<file path="src/hdl/rlm_pkg.sv">
// shared types, constants and codes for the rms level meter
package rlm_pkg;

    // default longest measurement block, in samples
    localparam int MAX_BLOCK_DEF = 1024;

    // widths of the energy accumulator and of the log2 result
    localparam int LOG_W     = 41;
    localparam int EXP_W     = 6;
    localparam int FRAC_BITS = 16;
    localparam int LOG_QW    = EXP_W + FRAC_BITS;
    localparam int NORM_STEPS = 6;
    localparam int STEP_W    = 4;
    localparam int MANT_W    = 32;
    localparam int D_W       = 24;
    localparam int PROD_W    = 43;
    localparam int CNT_OUT_W = 11;

    // 2*log2(32767) in q.16 and 10*log10(2) in q.16
    localparam logic [D_W-1:0]    LOG2_FS2 = 24'd1966074;
    localparam logic signed [18:0] DB_K    = 19'sd197283;

    localparam logic signed [15:0] LEVEL_MIN = 16'sh8000;
    localparam logic signed [15:0] LEVEL_MAX = 16'sd256;

    typedef struct packed {
        logic signed [15:0] sample;
        logic               last;
    } t_in;

    typedef struct packed {
        logic signed [15:0]     level_db;
        logic                   silent;
        logic [CNT_OUT_W-1:0]   block_count;
    } t_out;

    typedef enum logic [3:0] {
        S_ACCUM,
        S_LOAD,
        S_NORM,
        S_MANT,
        S_FRAC,
        S_STORE,
        S_DIFF,
        S_MULT,
        S_OUT
    } t_state;

    typedef enum logic {
        OP_ENERGY,
        OP_COUNT
    } t_op_sel;

    typedef struct packed {
        logic              acc_en;
        logic              norm_load;
        logic              norm_step;
        logic [STEP_W-1:0] step;
        logic              mant_load;
        logic              frac_step;
        t_op_sel           sel;
        logic              store_log;
        logic              diff_en;
        logic              mult_en;
        logic              out_load;
    } t_dp_cmd;

    typedef struct packed {
        logic blk_end;
        logic out_free;
    } t_dp_status;

endpackage

</file>
<file path="src/hdl/rlm_ctrl.sv">
// sequencer for accumulation, the two log2 evaluations and the dB scaling
module rlm_ctrl
    import rlm_pkg::*;
(
    input  logic       i_clk,
    input  logic       i_rst_n,
    input  logic       i_in_valid,
    output logic       o_in_ready,
    input  t_dp_status i_status,
    output t_dp_cmd    o_cmd
);

    t_state            r_state, n_state;
    logic [STEP_W-1:0] r_step, n_step;
    t_op_sel           r_sel, n_sel;

    logic norm_last;
    logic frac_last;

    assign norm_last = (r_step == STEP_W'(NORM_STEPS - 1));
    assign frac_last = (r_step == STEP_W'(FRAC_BITS - 1));

    always_ff @(posedge i_clk) begin
        if (!i_rst_n) begin
            r_state <= S_ACCUM;
            r_step  <= '0;
            r_sel   <= OP_ENERGY;
        end else begin
            r_state <= n_state;
            r_step  <= n_step;
            r_sel   <= n_sel;
        end
    end

    // next state
    always_comb begin
        n_state = r_state;
        n_step  = '0;
        n_sel   = r_sel;
        unique case (r_state)
            S_ACCUM: begin
                n_sel = OP_ENERGY;
                if (i_in_valid && i_status.blk_end) begin
                    n_state = S_LOAD;
                end
            end
            S_LOAD: begin
                n_state = S_NORM;
            end
            S_NORM: begin
                if (norm_last) begin
                    n_state = S_MANT;
                end else begin
                    n_step = r_step + STEP_W'(1);
                end
            end
            S_MANT: begin
                n_state = S_FRAC;
            end
            S_FRAC: begin
                if (frac_last) begin
                    n_state = S_STORE;
                end else begin
                    n_step = r_step + STEP_W'(1);
                end
            end
            S_STORE: begin
                if (r_sel == OP_ENERGY) begin
                    n_sel   = OP_COUNT;
                    n_state = S_LOAD;
                end else begin
                    n_state = S_DIFF;
                end
            end
            S_DIFF: begin
                n_state = S_MULT;
            end
            S_MULT: begin
                n_state = S_OUT;
            end
            S_OUT: begin
                if (i_status.out_free) begin
                    n_state = S_ACCUM;
                end
            end
            default: begin
                n_state = S_ACCUM;
            end
        endcase
    end

    // outputs
    always_comb begin
        o_cmd      = '0;
        o_cmd.sel  = r_sel;
        o_cmd.step = r_step;
        o_in_ready = 1'b0;
        unique case (r_state)
            S_ACCUM: begin
                o_in_ready   = 1'b1;
                o_cmd.acc_en = i_in_valid;
            end
            S_LOAD:  o_cmd.norm_load = 1'b1;
            S_NORM:  o_cmd.norm_step = 1'b1;
            S_MANT:  o_cmd.mant_load = 1'b1;
            S_FRAC:  o_cmd.frac_step = 1'b1;
            S_STORE: o_cmd.store_log = 1'b1;
            S_DIFF:  o_cmd.diff_en   = 1'b1;
            S_MULT:  o_cmd.mult_en   = 1'b1;
            S_OUT:   o_cmd.out_load  = i_status.out_free;
            default: o_cmd.acc_en    = 1'b0;
        endcase
    end

    a_end_starts_energy_log: assert property (@(posedge i_clk) disable iff (!i_rst_n)
        (o_cmd.acc_en && i_status.blk_end) |=> (r_state == S_LOAD) && (r_sel == OP_ENERGY))
        else $error("block end did not start the energy log2");

    a_norm_step_range: assert property (@(posedge i_clk) disable iff (!i_rst_n)
        (r_state == S_NORM) |-> (r_step < STEP_W'(NORM_STEPS)))
        else $error("normalise step out of range");

    a_count_log_then_diff: assert property (@(posedge i_clk) disable iff (!i_rst_n)
        (r_state == S_STORE && r_sel == OP_COUNT) |=> (r_state == S_DIFF))
        else $error("count log2 not followed by difference");

endmodule

</file>
<file path="src/hdl/rlm_dp.sv">
// datapath: energy accumulator, shared log2 unit, dB scaling, output register
module rlm_dp
    import rlm_pkg::*;
#(
    parameter int MAX_BLOCK = MAX_BLOCK_DEF
)(
    input  logic       i_clk,
    input  logic       i_rst_n,
    input  t_in        i_in_data,
    input  t_dp_cmd    i_cmd,
    output t_dp_status o_status,
    output logic       o_out_valid,
    input  logic       i_out_ready,
    output t_out       o_out_data
);

    localparam int CW = $clog2(MAX_BLOCK + 1);

    // accumulation
    logic [LOG_W-1:0] r_acc_e;
    logic [CW-1:0]    r_acc_c;
    logic [15:0]      mag;
    logic [31:0]      sq;
    logic [LOG_W:0]   sum;
    logic [LOG_W-1:0] e_nx;
    logic [CW-1:0]    c_nx;

    // block snapshot
    logic [LOG_W-1:0] r_snap_e;
    logic [CW-1:0]    r_snap_c;

    // log2 unit
    logic [LOG_W-1:0]  r_nx;
    logic [EXP_W-1:0]  r_np;
    logic [MANT_W-1:0] r_m;
    logic [FRAC_BITS-1:0] r_frac;
    logic [5:0]        sh;
    logic [LOG_W-1:0]  top;
    logic [2*MANT_W-1:0] msq;
    logic [MANT_W:0]   t;
    logic [LOG_QW-1:0] r_log_e;
    logic [LOG_QW-1:0] r_log_c;

    // scaling
    logic signed [D_W-1:0]    r_d;
    logic signed [PROD_W-1:0] r_prod;
    logic signed [PROD_W-1:0] rnd;
    logic signed [15:0]       lvl;

    logic r_out_valid;
    t_out r_out;

    assign mag  = i_in_data.sample[15] ? (~i_in_data.sample + 16'd1) : i_in_data.sample;
    assign sq   = mag * mag;
    assign sum  = {1'b0, r_acc_e} + (LOG_W + 1)'(sq);
    assign e_nx = sum[LOG_W] ? {LOG_W{1'b1}} : sum[LOG_W-1:0];
    assign c_nx = r_acc_c + CW'(1);

    assign o_status.blk_end  = i_in_data.last || (c_nx == CW'(MAX_BLOCK));
    assign o_status.out_free = !r_out_valid || i_out_ready;

    always_ff @(posedge i_clk) begin
        if (!i_rst_n) begin
            r_acc_e <= '0;
            r_acc_c <= '0;
        end else if (i_cmd.acc_en) begin
            if (o_status.blk_end) begin
                r_acc_e <= '0;
                r_acc_c <= '0;
            end else begin
                r_acc_e <= e_nx;
                r_acc_c <= c_nx;
            end
        end
    end

    always_ff @(posedge i_clk) begin
        if (i_cmd.acc_en && o_status.blk_end) begin
            r_snap_e <= e_nx;
            r_snap_c <= c_nx;
        end
    end

    // binary-search normalise: shifts of 32, 16, 8, 4, 2, 1
    assign sh  = 6'(6'd32 >> i_cmd.step[2:0]);
    assign top = r_nx >> (6'(LOG_W) - sh);

    // one fraction bit per squaring
    assign msq = r_m * r_m;
    assign t   = msq[2*MANT_W-1:MANT_W-1];

    always_ff @(posedge i_clk) begin
        if (i_cmd.norm_load) begin
            r_nx <= (i_cmd.sel == OP_ENERGY) ? r_snap_e : LOG_W'(r_snap_c);
            r_np <= EXP_W'(LOG_W - 1);
        end else if (i_cmd.norm_step && (top == '0)) begin
            r_nx <= r_nx << sh;
            r_np <= r_np - sh;
        end
    end

    always_ff @(posedge i_clk) begin
        if (i_cmd.mant_load) begin
            r_m    <= r_nx[LOG_W-1 -: MANT_W];
            r_frac <= '0;
        end else if (i_cmd.frac_step) begin
            if (t[MANT_W]) begin
                r_m    <= t[MANT_W:1];
                r_frac <= {r_frac[FRAC_BITS-2:0], 1'b1};
            end else begin
                r_m    <= t[MANT_W-1:0];
                r_frac <= {r_frac[FRAC_BITS-2:0], 1'b0};
            end
        end
    end

    always_ff @(posedge i_clk) begin
        if (i_cmd.store_log) begin
            if (i_cmd.sel == OP_ENERGY) begin
                r_log_e <= {r_np, r_frac};
            end else begin
                r_log_c <= {r_np, r_frac};
            end
        end
    end

    always_ff @(posedge i_clk) begin
        if (i_cmd.diff_en) begin
            r_d <= D_W'(r_log_e) - D_W'(r_log_c) - LOG2_FS2;
        end
        if (i_cmd.mult_en) begin
            r_prod <= r_d * DB_K;
        end
    end

    // round half up, then clamp
    assign rnd = (r_prod + (PROD_W'(1) <<< 23)) >>> 24;

    always_comb begin
        priority if (rnd > PROD_W'(LEVEL_MAX)) begin
            lvl = LEVEL_MAX;
        end else if (rnd < PROD_W'(LEVEL_MIN)) begin
            lvl = LEVEL_MIN;
        end else begin
            lvl = 16'(rnd);
        end
    end

    always_ff @(posedge i_clk) begin
        if (!i_rst_n) begin
            r_out_valid <= 1'b0;
        end else if (i_cmd.out_load) begin
            r_out_valid <= 1'b1;
        end else if (i_out_ready) begin
            r_out_valid <= 1'b0;
        end
    end

    always_ff @(posedge i_clk) begin
        if (i_cmd.out_load) begin
            r_out.silent      <= (r_snap_e == '0);
            r_out.level_db    <= (r_snap_e == '0) ? LEVEL_MIN : lvl;
            r_out.block_count <= CNT_OUT_W'(r_snap_c);
        end
    end

    assign o_out_valid = r_out_valid;
    assign o_out_data  = r_out;

    a_count_below_max: assert property (@(posedge i_clk) disable iff (!i_rst_n)
        r_acc_c < CW'(MAX_BLOCK))
        else $error("sample count reached the block limit without ending");

    a_normalised: assert property (@(posedge i_clk) disable iff (!i_rst_n)
        (i_cmd.mant_load && (r_nx != '0)) |-> r_nx[LOG_W-1])
        else $error("log2 operand not normalised");

    a_load_shows_result: assert property (@(posedge i_clk) disable iff (!i_rst_n)
        i_cmd.out_load |=> o_out_valid)
        else $error("loaded result not presented");

endmodule

</file>
<file path="src/hdl/rms_level_meter_db_core.sv">
// top level of the rms level meter in dBFS
// Takes signed 16-bit samples, one request per clock while a block is being
// gathered, and sums their squares (saturating at 41 bits). A block closes on
// the sample flagged last, or on the MAX_BLOCK-th sample. It then reports
// 10*log10(energy/count) relative to full scale 32767 as signed q7.8 dB,
// clamped to [-128, +1] dB, with a silent flag for an all-zero block and the
// sample count. After the closing sample the input stalls while the single
// log2 unit (one 32x32 squaring per fraction bit) runs twice, each pass
// 6 normalise steps plus 16 fraction bits plus the load, mantissa load and
// store, followed by the difference, the dB multiply and the output load.
// Samples are taken again once the result sits in the output register.
module rms_level_meter_db_core
    import rlm_pkg::*;
#(
    parameter int MAX_BLOCK = MAX_BLOCK_DEF
)(
    input  logic i_clk,
    input  logic i_rst_n,
    // sample requests
    input  logic i_in_valid,
    output logic o_in_ready,
    input  t_in  i_in_data,
    // result requests
    output logic o_out_valid,
    input  logic i_out_ready,
    output t_out o_out_data
);

    // command and status between sequencer and datapath
    t_dp_cmd    cmd;
    t_dp_status status;

    // sequencer: accumulate, log2 of energy, log2 of count, scale, present
    rlm_ctrl u_ctrl (
        .i_clk      (i_clk),
        .i_rst_n    (i_rst_n),
        .i_in_valid (i_in_valid),
        .o_in_ready (o_in_ready),
        .i_status   (status),
        .o_cmd      (cmd)
    );

    // datapath, including the output register that decouples the result side
    rlm_dp #(
        .MAX_BLOCK (MAX_BLOCK)
    ) u_dp (
        .i_clk       (i_clk),
        .i_rst_n     (i_rst_n),
        .i_in_data   (i_in_data),
        .i_cmd       (cmd),
        .o_status    (status),
        .o_out_valid (o_out_valid),
        .i_out_ready (i_out_ready),
        .o_out_data  (o_out_data)
    );

endmodule

</file>
<file path="config.mk">
export PLATFORM = sky130hd
export DESIGN_NAME = rms_level_meter_db_core
export DESIGN_NICKNAME = d
export VERILOG_FILES = /design/src/hdl/rlm_pkg.sv /design/src/hdl/rlm_ctrl.sv /design/src/hdl/rlm_dp.sv /design/src/hdl/rms_level_meter_db_core.sv
export SDC_FILE = /design/constraint.sdc
export NUM_CORES = 2
export LEC_CHECK = 0
export BUFFER_PORTS_ARGS = -buffer_cell sky130_fd_sc_hd__buf_2
export CORE_MARGIN = 5
export CORE_UTILIZATION = 60
export DETAILED_ROUTE_END_ITERATION = 6
export PLACE_DENSITY = 0.76
export SKIP_LAST_GASP = 1
export SYNTH_ARGS = -nofsm -noshare
export SYNTH_HDL_FRONTEND = slang
export SYNTH_SLANG_ARGS = --single-unit
</file>
<file path="constraint.sdc">
create_clock -name i_clk -period 12.53 [get_ports i_clk]
set_clock_uncertainty 0.15 [all_clocks]
set_input_delay 2.506 -clock i_clk [delete_from_list [all_inputs] [get_ports i_clk]]
set_output_delay 2.506 -clock i_clk [all_outputs]
set_load 0.01 [all_outputs]
</file>
Word-level counts from Yosys, hierarchy flattened
Cells that the tools add are included.

Bitwise operators: 2. Multiplexer cells: 35. Reduce and logical (&&, ||, !) cells: 17. Equal/unequal tests: 15. Add/sub/neg operators: 9. Shifts and indexed selects: 3. $mul: 3. Magnitude comparators: 2.

Operator list (number): $mux W41 (5); $mux W32 (3); $logic_not A41 Y1 (2); $mul A32 B32 Y64 (1); $mux W16 (3); $add A43 B25 Y43 const B (1); $mul A24 B19 Y43 const B (1); $add A41 B32 Y42 (1); $shl A41 B6 Y41 (1); $shr A41 B6 Y41 (1); $pmux W4 S9 (1); $mul A16 B16 Y32 (1); $mux W4 (6); $sub A24 B21 Y24 const B (1); $sub A22 B22 Y23 (1); $eq A4 B3 Y1 const B (5); $gt A19 B10 Y1 const B (1); $lt A19 B16 Y1 const B (1); $add A16 B1 Y16 const B (1); $not A16 Y16 (1); $mux W1 (13); $add A11 B1 Y11 const B (1); $eq A11 B11 Y1 const B (1); $mux W11 (1); 20 further kinds (32).

Bits in registers: 348. Word-level logic and storage cells: 106. Bits of input ports: 21.

Depth between registers and ports, before layout
Depth in word-level cells: 7. Mapped depth: 35.

Hierarchy
Synthesis repeated with hierarchy kept, for this count alone.

Cells, all modules: 6521. Area total of the unflattened synthesis: 61042.3 µm².

Modules (own cells, without submodules): rlm_dp (area an instance 60459.2 µm², times used 1, sequential area each 8738.4 µm², cells each 6461); rlm_ctrl (area an instance 583.1 µm², times used 1, sequential area each 180.2 µm², cells each 60).

Worst setup path after synthesis
No wires, ideal clock.

Path kind: input to register. Start: input port i_in_data[1] (netlist name). End: register u_dp.r_snap_e[36] (data pin). Setup slack: 1.838 ns. Required time: 12.120 ns. Stages: 34. Arrival time: 10.283 ns. Cell sequence: clkbuf_1 > inv_2 > nand2_1 > or4_1 > or2_1 > or3_1 > nand2_1 > xor2_1 > clkinv_1 > nand2_1 > inv_1 > fa_1 > inv_1 > fa_1 > inv_1 > fa_1 > fa_1 > fa_1 > inv_1 > fa_1 > inv_1 > ha_1 > a21o_1 > a21oi_1 > o21bai_1 > a21o_1 > a221o_1 > nand3_1 > a21boi_0 > o22ai_1 > o21ai_0 > clkbuf_1 > nand3_1 > mux2_2.

Cells in the longest elaborated chain, start to end: 6.

Ends and longest elaborated chain: start: declaration (RTL line rms_level_meter_db_core.sv:22) `input t_in i_in_data,`; $not A16 Y16 (RTL line rlm_dp.sv:53) `assign mag = i_in_data.sample[15] ? (~i_in_data.sample + 16'd1) : i_in_data.sample;`; $add A16 B1 Y16 (RTL line rlm_dp.sv:53); $mux W16 (*) (RTL line rlm_dp.sv:53); $mul A16 B16 Y32 (*) (RTL line rlm_dp.sv:54) `assign sq = mag * mag;`; $add A41 B32 Y42 (*) (RTL line rlm_dp.sv:55) `assign sum = {1'b0, r_acc_e} + (LOG_W + 1)'(sq);`; $mux W41 (*) (RTL line rlm_dp.sv:56) `assign e_nx = sum[LOG_W] ? {LOG_W{1'b1}} : sum[LOG_W-1:0];`; via u_dp.e_nx[36] (RTL line rlm_dp.sv:25) `logic [LOG_W-1:0] e_nx;`; end signal: assignment (RTL line rlm_dp.sv:79) `r_snap_e <= e_nx;`; end: declaration (RTL line rlm_dp.sv:29) `logic [LOG_W-1:0] r_snap_e;`.

The timed path passes the listed nets; every way through them passes the cells marked *. A chain may end at the register's enable or synchronous reset.

Final worst setup path
Start: input port i_in_data[1] (netlist name). End: register u_dp.r_acc_e[12].

Cells in the longest elaborated chain, start to end: 7.

Ends and longest elaborated chain: $not A16 Y16 (RTL line rlm_dp.sv:53); $add A16 B1 Y16 (RTL line rlm_dp.sv:53); $mux W16 (*) (RTL line rlm_dp.sv:53); $mul A16 B16 Y32 (*) (RTL line rlm_dp.sv:54); $add A41 B32 Y42 (*) (RTL line rlm_dp.sv:55); $mux W41 (*) (RTL line rlm_dp.sv:56); via u_dp.e_nx[12] (RTL line rlm_dp.sv:25); $mux W41 (*) (RTL line rlm_dp.sv:67) `if (o_status.blk_end) begin`; end signal: assignment (RTL line rlm_dp.sv:71) `r_acc_e <= e_nx;`; end: declaration (RTL line rlm_dp.sv:20) `logic [LOG_W-1:0] r_acc_e;`.

Marked as above.

==> flow_summary.ini <==
[outcome]
status = finished clean

[synthesis]
yosys.area_share.simple = 0.112
synthAdderAreaFrac = 0.488
yosysUniqueCellTypes = 98
synthMuxAreaShare = 0.0259
ys_top_cells_by_area = fa_1 (36%), ha_1 (12%), edfxtp_1 (12%), inv_1 (9.7%), nand2_1 (3.7%)
syn_area_sq_mm = 0.0607
synth_seq_area_share = 0.147
yosysTopAreaCell = fa_1
async_flop_share = 0
synth-seq-cells = 325
synth-compound-area-share = 0.0835
synth_xor_area_frac = 0.0298
synth_top_family_by_area = adder cells
avgSynthCellArea_sq_um = 9.44
netlist_instances = 6434
yosys_warnings = 0
synth_ff_type = edfxtp_1
yosysTopAreaCellShare = 0.364
synth_edf_count = 241

[detailed_routing]
drc = 0
ant_nets = 0
drt-total-wl_um = 150000
wl_per_cell_um = 19.4
viasPerCell = 5.68
dr.pass1.iters = 7
vias = 44000
drt_iter0_markers = 3451

[critical_path]
crit_arrival_ps = 11490
slowest_delay_ps = 560
critical_path.most_common_cell = fa_1
critPathLaunchType = input port
worstSetupEndpointType = register
required_ps = 12860
timing.rr.end = u_dp.r_m[10]
ff2ff_path_depth = 27
ff2ff_setup_slack_ps = 2190
worstSetupPathType = input port to register
path_max_fanout = 20
r2r-start = u_dp.r_m[18]
crit_slowest_cell = a2111oi_0

[global_route]
antenna_found_initial = 3
overflow = 0
grt_pass1_vias = 46500
track_usage = 0.285
grt_max_degree = 65
grt_pass1_wl_um = 247000

[worst_hold_path]
hold_depth = 0
hold_end = u_dp.r_log_e[15]
hp-start = u_dp.r_frac[15]
hp-class = register to register

[floorplanning]
coreArea_sq_mm = 0.100
die_w_um = 328
die-area_sq_mm = 0.108
die_h_um = 328
initial_utilization = 0.606
io_pins = 51
rows = 116

[clock_tree]
htree_levels = 2
clock_sinks = 325
cts_buffer_depth = 3
cts_resized = 0
cts_tree = done
numCtsBuffers = 37
postCtsSetupRepairBufs = 0
clk_latency_ps = 560
cts.clk_slew.worst_paths_ps = 60
holdBufCountCts = 0
cts-root-buf = clkbuf_16

[timing]
finalCriticalPeriod_ps = 11160
fmax_mhz = 89.6
holdWs_ps = 313
setup_viol_count_final = 0
tightestPinTransition_ps = 1300
rsz0062_at_grt = no
fin_crit_sh = 0.890
hold_viol = 0
timing.slew.headroom = 0.127
timing.setup.tns_ps = 0
slew_viol_final = 0

[job]
cap_violations = 0

[place]
place_congestion = 0.957
numPortBuffers = 50
place_hpwl_um = 122000
numPlacedInstances = 7683

[finish]
layout.nets = 8091
drive_above_1_share = 0.0422
syn_to_final_growth_pct = 4.76
stdcell_count = 7751
[metrics by stage]
stage	util	instance area, sq um	worst slack [ps]
5_1_grt	0.634	63600	831
6_report	0.634	63600	1370
2_1_floorplan	-	60800	1840
4_1_cts	0.634	63600	1410
3_3_place_gp	0.622	62400	975
3_5_place_dp	0.622	62400	883
[cell families (layout without fill, tap and decap cells)]
kind of cell / count (synthesis) / in the layout
AOI/OAI and AO/OA: 770 / 770
other: 2 / 11
DFF: 325 / 325
muxes: 144 / 144
buffers and inverters: 1831 / 1782
xor gates and xnor gates: 205 / 205
adders and majority gates: 1705 / 1705
and+or+nand+nor: 1452 / 1452
[cell usage after synthesis (33+ instances only)]
cell / n
a21o_1: 64
a21oi_1: 212
a22oi_1: 41
and2_1: 209
and3_1: 38
clkbuf_1: 207
dfxtp_1: 84
edfxtp_1: 241
fa_1: 1105
ha_1: 600
inv_1: 1572
mux2i_1: 112
nand2_1: 595
nand3_1: 69
nand4_1: 33
nor2_1: 281
nor2b_1: 37
nor3_1: 67
o21ai_0: 146
xnor2_1: 120
xor2_1: 83
[cells in the final DEF, fill, tap and decap left out, drive strengths merged, types with 37 or more instances in the layout]
cell type	n
a22oi	41
nor2	281
clkbuf	42
xnor2	122
nor3	67
dfxtp	84
nand2	597
ha	600
xor2	83
and3	38
a21o	64
fa	1105
nor2b	37
buf	132
inv	1577
nand3	69
a21oi	213
and2	212
mux2i	112
o21ai	157
edfxtp	241
[worst max path at each step]
stage                       from                 to  slack, ps  cells past startpoint
global placement    i_in_data[1]   u_dp.r_acc_e[14]        970                     35
global route        i_in_data[1]   u_dp.r_acc_e[15]        830                     33
floorplan           i_in_data[1]  u_dp.r_snap_e[36]       1840                     34
CTS                 i_in_data[1]   u_dp.r_acc_e[12]       1410                     32
detailed placement  i_in_data[1]   u_dp.r_acc_e[12]        880                     32
finish              i_in_data[1]   u_dp.r_acc_e[12]       1370                     32
[routing by layer]
| metal | global-route usage | wire length, um |
|---|---|---|
| met5 | 0.00408 | 54 |
| met1 | 0.402 | 62600 |
| met3 | 0.0459 | 12200 |
| met4 | 0.0770 | 4860 |
| met2 | 0.463 | 70400 |
[area by class of cell]
class,count,area [sq um]
Multi-Input combinational cell,4286,45000
Fill cell,8118,36700
Sequential cell,325,8920
Inverter,1583,5940
Tap cell,1357,1700
Clock buffer,42,976
Timing Repair Buffer,132,866
Clock inverter,25,231
Antenna cell,1,2.50
[worst max-delay path, delay by kind of cell]
kind | cells | cell delay (ps)
buffers and inverters | 8 | 1290
adder cells (fa/ha/maj) | 7 | 3310
AO/OA/AOI/OAI | 7 | 1920
AND/OR/NAND/NOR | 9 | 2040
XOR/XNOR | 1 | 420
[registers in the layout, indices dropped and copies added (netlist names)]
name	flops
u_dp.r_d	24
u_dp.o_out_valid	1
u_ctrl.r_step	4
u_dp.r_log_e	22
u_dp.r_np	6
u_ctrl.r_state	4
u_dp.r_m	32
u_dp.r_prod	20
u_dp.r_log_c	22
u_dp.r_nx	41
u_dp.o_out_data	28
u_dp.r_snap_c	11
u_dp.r_acc_e	41
u_dp.r_frac	16
u_dp.r_acc_c	11
u_dp.r_snap_e	41
u_ctrl.r_sel	1
Power is left out: the tool's default activity adds up to more than one toggle a clock period on the data nets, which glitch-free logic cannot reach.
